### src/rtl/sorted_book_search_and_pick_top_macros.svh
// assertion macros for the book search controller
// depends on nothing; included by sbk_ctrl
`ifndef SORTED_BOOK_SEARCH_AND_PICK_TOP_MACROS_SVH
`define SORTED_BOOK_SEARCH_AND_PICK_TOP_MACROS_SVH
// implication checked on every clock edge outside reset
`define SBK_ASSERT_IMP(label, clk, rst_n, ante, cons) \
	label: assert property (@(posedge clk) disable iff (!rst_n) (ante) |-> (cons)) \
		else $error("assertion failed");
// next-cycle implication
`define SBK_ASSERT_NEXT(label, clk, rst_n, ante, cons) \
	label: assert property (@(posedge clk) disable iff (!rst_n) (ante) |=> (cons)) \
		else $error("assertion failed");
`endif

### src/rtl/sbk_pkg.sv
// package for the sorted book search block: widths, commands, control structs
// depends on nothing
`default_nettype none
package sbk_pkg;
	localparam int BookDepth = 4096;
	localparam int MaxRun = 128;
	localparam int AddrW = $clog2(BookDepth);
	localparam int TotW = $clog2(BookDepth + 1);
	localparam int RunW = $clog2(MaxRun + 1);
	localparam int KeyW = 64;
	localparam int EntW = KeyW + 32;

	localparam logic [1:0] CmdClear = 2'd0;
	localparam logic [1:0] CmdLoad = 2'd1;
	localparam logic [1:0] CmdQuery = 2'd2;

	// controller to datapath
	typedef struct packed {
		logic clear;
		logic load;
		logic capture;
		logic srch_init;
		logic srch_rd;
		logic srch_upd;
		logic cand_rd;
		logic cand_chk;
		logic scan_init;
		logic scan_rd;
		logic scan_step;
		logic half_calc;
		logic mod_init;
		logic mod_step;
		logic fin;
		logic miss;
	} sbk_cmd_t;

	// datapath to controller
	typedef struct packed {
		logic empty;
		logic srch_done;
		logic key_hit;
		logic scan_done;
		logic mod_done;
	} sbk_stat_t;
endpackage
`default_nettype wire

### src/rtl/sbk_ctrl.sv
// controller for the book search: sequences search, scans, modulo, result
// depends on sbk_pkg and the macro header
`default_nettype none
`include "sorted_book_search_and_pick_top_macros.svh"
module sbk_ctrl import sbk_pkg::*; (
	input wire logic clk,
	input wire logic arst_n,
	input wire logic start,
	input wire logic [1:0] cmd,
	input wire sbk_stat_t stat,
	output sbk_cmd_t ctl,
	output logic busy
);
	typedef enum logic [10:0] {
		StIdle = 11'b00000000001,
		StSrch = 11'b00000000010,
		StSrchW = 11'b00000000100,
		StCand = 11'b00000001000,
		StCandW = 11'b00000010000,
		StScan1 = 11'b00000100000,
		StHalf = 11'b00001000000,
		StScan2 = 11'b00010000000,
		StMod = 11'b00100000000,
		StScan3 = 11'b01000000000,
		StDone = 11'b10000000000
	} state_t;

	state_t state_q, state_d;
	logic [1:0] pass_q;

	assign busy = state_q != StIdle;

	// next state and commands
	always_comb begin
		state_d = state_q;
		ctl = '0;
		case (state_q)
			StIdle: begin
				if (start) begin
					ctl.capture = 1'b1;
					if (cmd == CmdClear) ctl.clear = 1'b1;
					else if (cmd == CmdLoad) ctl.load = 1'b1;
					else if (cmd == CmdQuery) begin
						if (stat.empty) ctl.miss = 1'b1;
						else begin
							ctl.srch_init = 1'b1;
							state_d = StSrch;
						end
					end
				end
			end
			StSrch: begin
				if (stat.srch_done) begin
					ctl.cand_rd = 1'b1;
					state_d = StCandW;
				end else begin
					ctl.srch_rd = 1'b1;
					state_d = StSrchW;
				end
			end
			StSrchW: begin
				ctl.srch_upd = 1'b1;
				state_d = StSrch;
			end
			StCandW: begin
				// keep the candidate address on the ram port
				ctl.cand_rd = 1'b1;
				state_d = StCand;
			end
			StCand: begin
				ctl.cand_chk = 1'b1;
				if (stat.key_hit) begin
					ctl.scan_init = 1'b1;
					state_d = StScan1;
				end else begin
					ctl.miss = 1'b1;
					state_d = StIdle;
				end
			end
			StScan1, StScan2, StScan3: begin
				if (stat.scan_done) begin
					if (state_q == StScan1) state_d = StHalf;
					else if (state_q == StScan2) state_d = StMod;
					else state_d = StDone;
				end else begin
					ctl.scan_rd = 1'b1;
					ctl.scan_step = 1'b1;
				end
			end
			StHalf: begin
				ctl.half_calc = 1'b1;
				ctl.scan_init = 1'b1;
				state_d = StScan2;
			end
			StMod: begin
				if (pass_q == 2'd0) ctl.mod_init = 1'b1;
				else if (stat.mod_done) begin
					ctl.scan_init = 1'b1;
					state_d = StScan3;
				end else ctl.mod_step = 1'b1;
			end
			StDone: begin
				ctl.fin = 1'b1;
				state_d = StIdle;
			end
			default: state_d = StIdle;
		endcase
	end

	always_ff @(posedge clk or negedge arst_n) begin
		if (!arst_n) begin
			state_q <= StIdle;
			pass_q <= 2'd0;
		end else begin
			state_q <= state_d;
			pass_q <= (state_q == StMod && state_d == StMod) ? 2'd1 : 2'd0;
		end
	end

	`SBK_ASSERT_IMP(a_fin_from_done, clk, arst_n, ctl.fin, state_q == StDone)
	`SBK_ASSERT_NEXT(a_done_idle, clk, arst_n, state_q == StDone, state_q == StIdle)
	`SBK_ASSERT_IMP(a_idle_accept, clk, arst_n, ctl.capture, !busy)
endmodule
`default_nettype wire

### config.mk
export PLATFORM = sky130hd
export DESIGN_NAME = sbk_ctrl
export DESIGN_NICKNAME = d
export VERILOG_FILES = /design/src/rtl/sbk_pkg.sv /design/src/rtl/sbk_ctrl.sv
export VERILOG_INCLUDE_DIRS = /design/src /design/src/rtl
export SDC_FILE = /design/constraint.sdc
export NUM_CORES = 1
export LEC_CHECK = 0
export BUFFER_PORTS_ARGS = -buffer_cell sky130_fd_sc_hd__buf_2
export CAP_MARGIN = 20
export CORE_MARGIN = 2
export CORE_UTILIZATION = 40
export DETAILED_ROUTE_END_ITERATION = 6
export PLACE_DENSITY = 0.61
export SYNTH_ARGS = -nofsm -noshare
export SYNTH_HDL_FRONTEND = slang
export SYNTH_SLANG_ARGS = --single-unit
### constraint.sdc
create_clock -name clk -period 4 [get_ports clk]
set_input_delay 0.6 -clock clk [delete_from_list [all_inputs] [get_ports clk]]
set_output_delay 0.6 -clock clk [all_outputs]
set_load 0.01 [all_outputs]
# After elaboration in Yosys (flattened, before gate mapping)
# Index checks and enable logic that the tools add are counted.
# word_totals
inputBits,10
regBits,12
# op_classes
reduce_logical,4
mux,48
n_eq_ne,15
# op_table
op,n
$mux 11,10
$pmux 11 s8,1
$mux 1,27
$eq 11x9->1 const B,2
$eq 11x1->1 const B,1
$eq 11x10->1 const B,1
$eq 11x11->1 const B,1
$eq 11x2->1 const B,1
$eq 11x3->1 const B,1
$eq 11x4->1 const B,1
$eq 11x5->1 const B,1
$eq 11x6->1 const B,1
$eq 11x7->1 const B,1
$eq 11x8->1 const B,1
$ne 11x1->1 const B,1
$mux 4,2
$mux 2,3
$mux 6,1
$mux 5,1
$logic_not 2->1,2
$pmux 1 s2,2
$pmux 1 s3,1
$reduce_or 3->1,1
$eq 2x1->1 const B,1
2 further kinds,2

# Depth between registers and ports, before layout
# logic_depth
ltp_word,9
ltp_mapped,5
ltp_nobuf,4

# Worst setup path after synthesis
# OpenSTA, ideal clock, no wires.
# synth_path
path_kind,register to output
startpoint,register state_q[9]
endpoint,output ctl[15] (netlist bit)
setup_slack_ps,1863
n_path_buf,1
arrival_ps,1537
stages_incl_launch_ff,6
path_cell_list,dfrtp_1 > buf_2 > or3_1 > nor2_8 > nand3_4 > nor3_1
# synth_rtl
item,line_no,rtl
start: declaration,sbk_ctrl.sv:28,"state_t state_q, state_d;"
start signal: assignment,sbk_ctrl.sv:112,state_q <= StIdle;
start signal: assignment,sbk_ctrl.sv:115,state_q <= state_d;
end: declaration,sbk_ctrl.sv:11,"output sbk_cmd_t ctl,"

==> flow_summary.toml <==
[status]
status = "finished clean"

[synth]
syn_nets = 109
netlist_area_sq_um = 919.6
ys_types = 48
synth_edf_count = 0
ys_ff_latch = 12
syn_inst = 99
synth_top_flop_cell = "dfrtp_1"
synthArstFlopShare_pct = 100.0
syn_avg_cell_area_sq_um = 9.289
yosysSeqAreaShare_pct = 32.79
ys.warnings.count = 0

[global_route]
grt_max_degree = 13
grt_pass1_vias = 768
grt_overflow_total = 0
grt_first_pass_wirelength_um = 3450
grt_usage_pct = 17.24
antenna_found_initial = 0

[power_and_ir_drop]
ir_drop_mv = 0.1961
power.density_nw_per_um2 = 335.2
leakage_nw = 0.5748

[floorplanning]
die_y_um = 51.95
die-width_um = 51.95
ios = 27
rows = 17
floorplan.initialDensity_pct = 41.98
die-area_sq_um = 2699
core_sq_um = 2191

[cts]
numCtsBuffers = 3
cts.clk_slew.worst_paths_ns = 0.08
cts_htree_levels = 1
post_cts_resized = 0
cts_hold_buf = 0
postCtsSetupBuffers = 0
cts_root_buffer = "clkbuf_4"
cts_sinks = 12
cts_tree = "done"
clockBufferDepth = 2
insertion_delay_ns = 0.26

[setup_path]
r2r_cells = 4
critical_path.max_fanout = 9
reg2reg_from = "state_q[5]$_DFF_PN0_"
start_kind = "flip-flop"
critPathArrivalTime_ns = 2.11
crit_type = "flip-flop to output port"
endpoint_kind = "output port"
cp.required_ns = 3.40
critPathLaunch = "state_q[5]$_DFF_PN0_"
r2r-end = "state_q[5]$_DFF_PN0_"
reg2reg_slack_ns = 2.18
endpoint = "ctl[7]"

[sta]
rsz0062_at_grt = "false"
finalClockSkew_ns = 0.0007281
worst_slew_pin_slew_ns = 0.6326
fin_crit_sh_pct = 67.75
min_period_ns = 2.710
finalHoldViolCount = 0
finalSetupViolCount = 0
finalSetupTns_ns = 0
slew_headroom_pct = 57.44
slew_viol_final = 0
holdWs_ns = 0.2013
fmax_mhz = 369.0

[final_layout]
multi_input_area_sq_um = 570.5
regArea_sq_um = 301.5
drive_above_1_share_pct = 35.25
area_delta_synth_final_pct = 17.96
num-fill-cells = 211
nNetsFinal = 133
diodes = 0

[route]
route.detailed.drc = 0
first_pass_iters = 4
vias = 821
via_per_inst = 5.473
drt_iter0_drc = 19
wl_per_cell_um = 13.51
ant_nets = 0
wirelength_um = 2027

[place]
gp_congestion = 0.8514
port_buffers = 26
dp.final_hpwl_um = 1605

[hold_path]
hold_class = "input port to async pin"

[flow_run]
maxCapViolCount = 0
[kinds of logic after synthesis]
group | count (synthesis) | synth area share (%)
mux | 1 | 1.088
xor+xnor | 3 | 2.858
compound gates | 17 | 13.47
buf+inv | 10 | 5.169
simple gates | 56 | 44.63
flops | 12 | 32.79
[state kept, by name (all words and copies together), names as in the netlist]
name / count
pass_q: 1
state_q: 11
[cell type report]
cell class                      instances  share of cell area [%]
Multi-Input combinational cell         77                   52.60
Clock buffer                            4                   3.345
Timing Repair Buffer                   26                   12.00
Sequential cell                        12                   27.80
Tap cell                               28                   3.230
Inverter                                3                   1.038
[layer usage]
metal  GRT usage (%)  vias up  wire, um  share of wire (%)
met5               0        -         0                  0
met4           5.263        0         9               0.44
met3           3.448        2       136                6.7
met2           26.58       28       913                 45
met1           24.06      379       968                 48
li1                -      412         -                  -
[synth_stat cells (all sizes together) (2+ instances only)]
cell | count | area, sq um
nor2 | 13 | 67.57
a21o | 2 | 15.01
nand2 | 7 | 26.28
o21ai | 4 | 20.01
dfrtp | 11 | 275.3
nor3 | 7 | 46.30
nand2b | 3 | 18.77
or4b | 2 | 20.02
inv | 3 | 11.26
o21a | 2 | 15.01
and3 | 2 | 12.51
nand4 | 2 | 12.51
or4 | 2 | 22.52
nand3 | 2 | 22.52
a21oi | 2 | 10.01
and4b | 2 | 23.77
clkbuf | 2 | 8.750
buf | 5 | 27.53
nor4 | 5 | 46.29
xor2 | 2 | 17.52
a211oi | 2 | 15.01
nor4b | 2 | 32.53
[critical path: stages (launching register included)]
cell     delay (ns)
dfrtp_1        0.47
nor4_1         0.62
and4_1         0.31
and3_1         0.21
a211o_1        0.12
buf_2          0.12
[cell usage in the layout (no fill, tap or decap), types with 2 or more instances in the layout]
cell      instances
o21a_1            2
nand2b_1          3
a211oi_1          2
and3_1            2
a21oi_1           2
nor4_1            4
inv_1             3
dfrtp_1          11
buf_2            26
clkbuf_4          3
a21o_1            2
or4_4             2
o21ai_0           3
nand2_1           7
nor2_1           11
nor3_1            6
xor2_1            2
nand4_1           2
[through the flow]
stage                     setup WS (ns)  util (%)  total power, mW  cells  instance area (sq um)
after global routing              1.210     49.51           0.3922    150                   1085
after CTS                         1.315     49.51           0.3686    150                   1085
after detailed placement          1.621     47.86           0.2710    146                   1049
after floorplan                   1.863         -           0.2349     99                  919.6
after global placement            1.644     47.86           0.2683    146                   1049
final                             1.290     49.51           0.3636    150                   1085
[how the worst min path moves through the flow]
stage | cells after the start | startpoint | slack [ns] | end
after floorplan | 0 | arst_n | 0.30 | pass_q[0]$_DFF_PN0_
after global placement | 1 | arst_n | 0.50 | state_q[2]$_DFF_PN0_
after detailed placement | 1 | arst_n | 0.50 | state_q[2]$_DFF_PN0_
after CTS | 1 | arst_n | 0.20 | state_q[5]$_DFF_PN0_
after global routing | 1 | arst_n | 0.20 | state_q[5]$_DFF_PN0_
final | 1 | arst_n | 0.20 | state_q[2]$_DFF_PN0_
[power by group]
group	switching (mW)	total (mW)	internal, mW
sequential	0.0139	0.144	0.130
clock	0.0409	0.0961	0.0552
combinational	0.0637	0.123	0.0594
total	0.119	0.364	0.245
(Power assumes the default switching activity.)
